File: config.mk
export PLATFORM = sky130hd
export DESIGN_NAME = hvi_ram
export DESIGN_NICKNAME = d
export VERILOG_FILES = /design/src/design/hvi_ram.sv
export SDC_FILE = /design/constraint.sdc
export NUM_CORES = 1
export LEC_CHECK = 0
export BUFFER_PORTS_ARGS = -buffer_cell sky130_fd_sc_hd__buf_4
export CAP_MARGIN = 25
export CORE_MARGIN = 2
export CORE_UTILIZATION = 45
export DETAILED_ROUTE_END_ITERATION = 8
export SKIP_LAST_GASP = 1
export SLEW_MARGIN = 30
export SYNTH_ARGS = -nofsm -noshare
export SYNTH_HDL_FRONTEND = slang
export SYNTH_SLANG_ARGS = --single-unit
File: constraint.sdc
create_clock -name i_clk -period 1.6 [get_ports i_clk]
set_input_delay 0.16 -clock i_clk [delete_from_list [all_inputs] [get_ports i_clk]]
set_output_delay 0.16 -clock i_clk [all_outputs]
set_load 0.01 [all_outputs]
File: src/design/hvi_ram.sv
`timescale 1ns / 1ps
`default_nettype none
// ----------------------------------------------------------------------------
// hvi_ram
// Generic single-port-write, single-port-read RAM with registered read data.
// ----------------------------------------------------------------------------
module hvi_ram #(
    parameter int WIDTH = 8,
    parameter int DEPTH = 16,
    localparam int AW = (DEPTH > 1) ? $clog2(DEPTH) : 1
) (
    input  wire logic             i_clk,
    input  wire logic             i_we,
    input  wire logic [AW-1:0]    i_waddr,
    input  wire logic [WIDTH-1:0] i_wdata,
    input  wire logic [AW-1:0]    i_raddr,
    output logic      [WIDTH-1:0] o_rdata
);

    logic [WIDTH-1:0] r_mem [DEPTH];

    always_ff @(posedge i_clk) begin
        if (i_we) begin
            r_mem[i_waddr] <= i_wdata;
        end
        o_rdata <= r_mem[i_raddr];
    end

endmodule
`default_nettype wire

==> results.md <==
* Synth area leaders: edfxtp_1 75%, mux4_2 7.9%, mux4_1 7.1%, dfxtp_1 3.1%, a22oi_1 2.3%
* Pre-antenna DRT Iters at 6
* WL final at 9635 um
* CTS tree: done
* Setup violations, final at 0
* Clock slew seen by the registers of the worst setup and hold paths at 0.06 ns
* Origin of the critical flop-to-flop path: r_mem[9][4]
* Largest net degree at the start of global routing at 17
* Setup TNS at 0 ns
* Fmax achieved at 710.8 MHz
* Clock Path Buffers at 2
* Remaining DRCs at 0
* Arr. time, crit path at 1.68 ns
* Boundary Pins at 26
* Postcts setup bufs at 0
* Static leakage at 2.138 nW
* Max-cap viol count at 0
* Nets at 307
* Most common cell after layout, fill and taps aside: edfxtp_1
* Post-synth top area share at 0.7467
* Hold buffer count at cts at 0
* Placed Area at 5653 sq um
* Clk_lat worst skew at 0.41 ns
* Req. time, crit path at 1.87 ns
* Hold endpoint: r_mem[0][5]
* Max-slew violations at 0
* Aggregate global-route resource usage at 0.1691
* Worst setup EP type: flop
* Initial antenna violation count at 0
* Slew margin rel. at 0.4430
* Synth area leader: edfxtp_1
* Post-DR wirelength/cell at 21.65 um
* Worst reg2reg path depth at 3
* Worst Setup Start Kind: flop
* Synthesized area per cell at 22.48 sq um
* Min Tclk post-route at 1.407 ns
* Mapped cell area at 5147 sq um
* Dpl hpwl at 6367 um
* Hold_sp: i_wdata[5]
* Starting DRC count in detailed routing at 147
* # clock sinks at 136
* Unrepaired setup endpoints after global routing: false
* Crit share post-route at 0.8792
* Placer Congestion at 0.7395
* DIE WIDTH at 111.0 um
* Starting Density at 0.4567
* Hold Fails Final Rpt at 0
* Final instance area at 6255 sq um
* Synthesized Nets at 247
* Pwr dens at 1325 nW/um^2
* Layout cells sized above 1 at 0.3377
* Status: finished, final reports clean
* DR vias/cell at 5.458
* Reg-to-reg setup timing slack at 0.19 ns
* Worst Path Max Fanout at 1
* Reg2reg end: o_rdata[4]
* Synth cell types at 19
* Mapped Cells at 229
* Vias in the first global route at 2454
* Crit path kind: flop to flop
* H-tree levels at 4
* Antenna Cells at 0
* Final setup skew at 0.01580 ns
* Die height at 111.0 um
* Core Area at 11270 sq um
* # rows at 39
* Root Driver: clkbuf_16
* Util after Layout at 0.5549
* Seq/Total Area, Yosys at 0.7778
* First-pass GRT wire length at 14650 um
* Vias at 2429
* Post-route ant nets at 0
* Fillers at 847
* Most frequent cells in the layout: 128 x edfxtp_1, 49 x buf_4, 18 x mux4_2
* Buffers on Ports at 25
* Number of synthesized register bits at 136
* Die area at 12310 sq um
* Hold Path Depth at 1
* CTS buffer count at 17
* Least-Margin Pin Slew at 0.8324 ns
* PostCTS Resize Cnt at 0
* Peak supply drop at 0.8384 mV
* Area Growth Syn to Fin at 21.51%
* Total gr overflow at 0
* Yosys warning total at 0
* Hold Path Class: primary input to flop
critical path: stages (launching register included):
cell	delay, ns
edfxtp_1	0.35
mux4_1	0.51
a22oi_1	0.30
nand2_1	0.12
metal layers:
layer | share of wire | GRT usage | up-vias | wire, um
met5 | 0 | 0 | - | 0
met4 | 0.0075 | 0.07000 | 0 | 72
met3 | 0.056 | 0.03937 | 5 | 543
li1 | - | - | 1095 | -
met1 | 0.44 | 0.2395 | 1257 | 4281
met2 | 0.49 | 0.2564 | 72 | 4738
cell families (layout without fill, tap and decap cells):
| kind of cell | after synthesis | after routing | synth area share |
|---|---|---|---|
| and+or+nand+nor | 35 | 35 | 0.03184 |
| muxes | 32 | 32 | 0.1502 |
| AOI/OAI and AO/OA | 16 | 16 | 0.02334 |
| buffers and inverters | 10 | 83 | 0.01677 |
| DFF | 136 | 136 | 0.7778 |
cells in the mapped netlist:
library cell / instances
mux4_2: 18
buf_2: 3
dfxtp_1: 8
nor2b_1: 1
nor3_1: 4
buf_6: 3
clkdlybuf4s25_2: 3
and2_1: 1
nand2_1: 9
edfxtp_1: 128
and2b_1: 1
a22oi_1: 16
or3b_2: 1
nand3b_1: 2
nand3_1: 1
nor2_1: 13
buf_4: 1
mux4_1: 14
nand2b_1: 2
area by class of cell:
cell class	count	area, sq um	area share
multi-input cells	83	1062	0.1698
clock inverters	15	176.4	0.02821
clock buffers	17	425.4	0.06801
well taps	143	178.9	0.02861
repair buffers	51	407.9	0.06521
flip-flops and latches	136	4004	0.6401
per-stage QoR:
| step | setup WS [ns] | hold slack, ns | std cells | power, mW |
|---|---|---|---|---|
| floorplan | 0.1739 | 0.2589 | 229 | 4.288 |
| global placement | -0.007580 | 0.4628 | 413 | 4.496 |
| detailed placement | 0.008672 | 0.4669 | 413 | 4.502 |
| CTS | 0.1785 | 0.03552 | 445 | 8.365 |
| global route | 0.1504 | 0.05482 | 445 | 8.564 |
| finish | 0.1932 | 0.04587 | 445 | 8.290 |
worst max path at each step:
stage,start,endpoint,slack (ns),depth (start not counted)
floorplan,i_waddr[2],r_mem[3][0],0.17,2
global placement,i_raddr[0],o_rdata[5],-0.008,5
detailed placement,i_raddr[0],o_rdata[5],0.009,5
CTS,r_mem[9][4],o_rdata[4],0.18,3
global route,r_mem[3][7],o_rdata[7],0.15,3
finish,r_mem[9][4],o_rdata[4],0.19,3
sequential cells by signal (all words and copies together) (netlist names):
register  count
o_rdata       8
r_mem       128
power by group:
part | internal, mW | leakage [nW] | total (mW) | switching [mW]
Sequential | 3.98 | 1.22 | 4.01 | 0.0242
Clock | 2.45 | 0.279 | 3.87 | 1.42
Combinational | 0.196 | 0.635 | 0.411 | 0.215
Total | 6.63 | 2.14 | 8.29 | 1.66
Power figures use the tool's default switching activity.
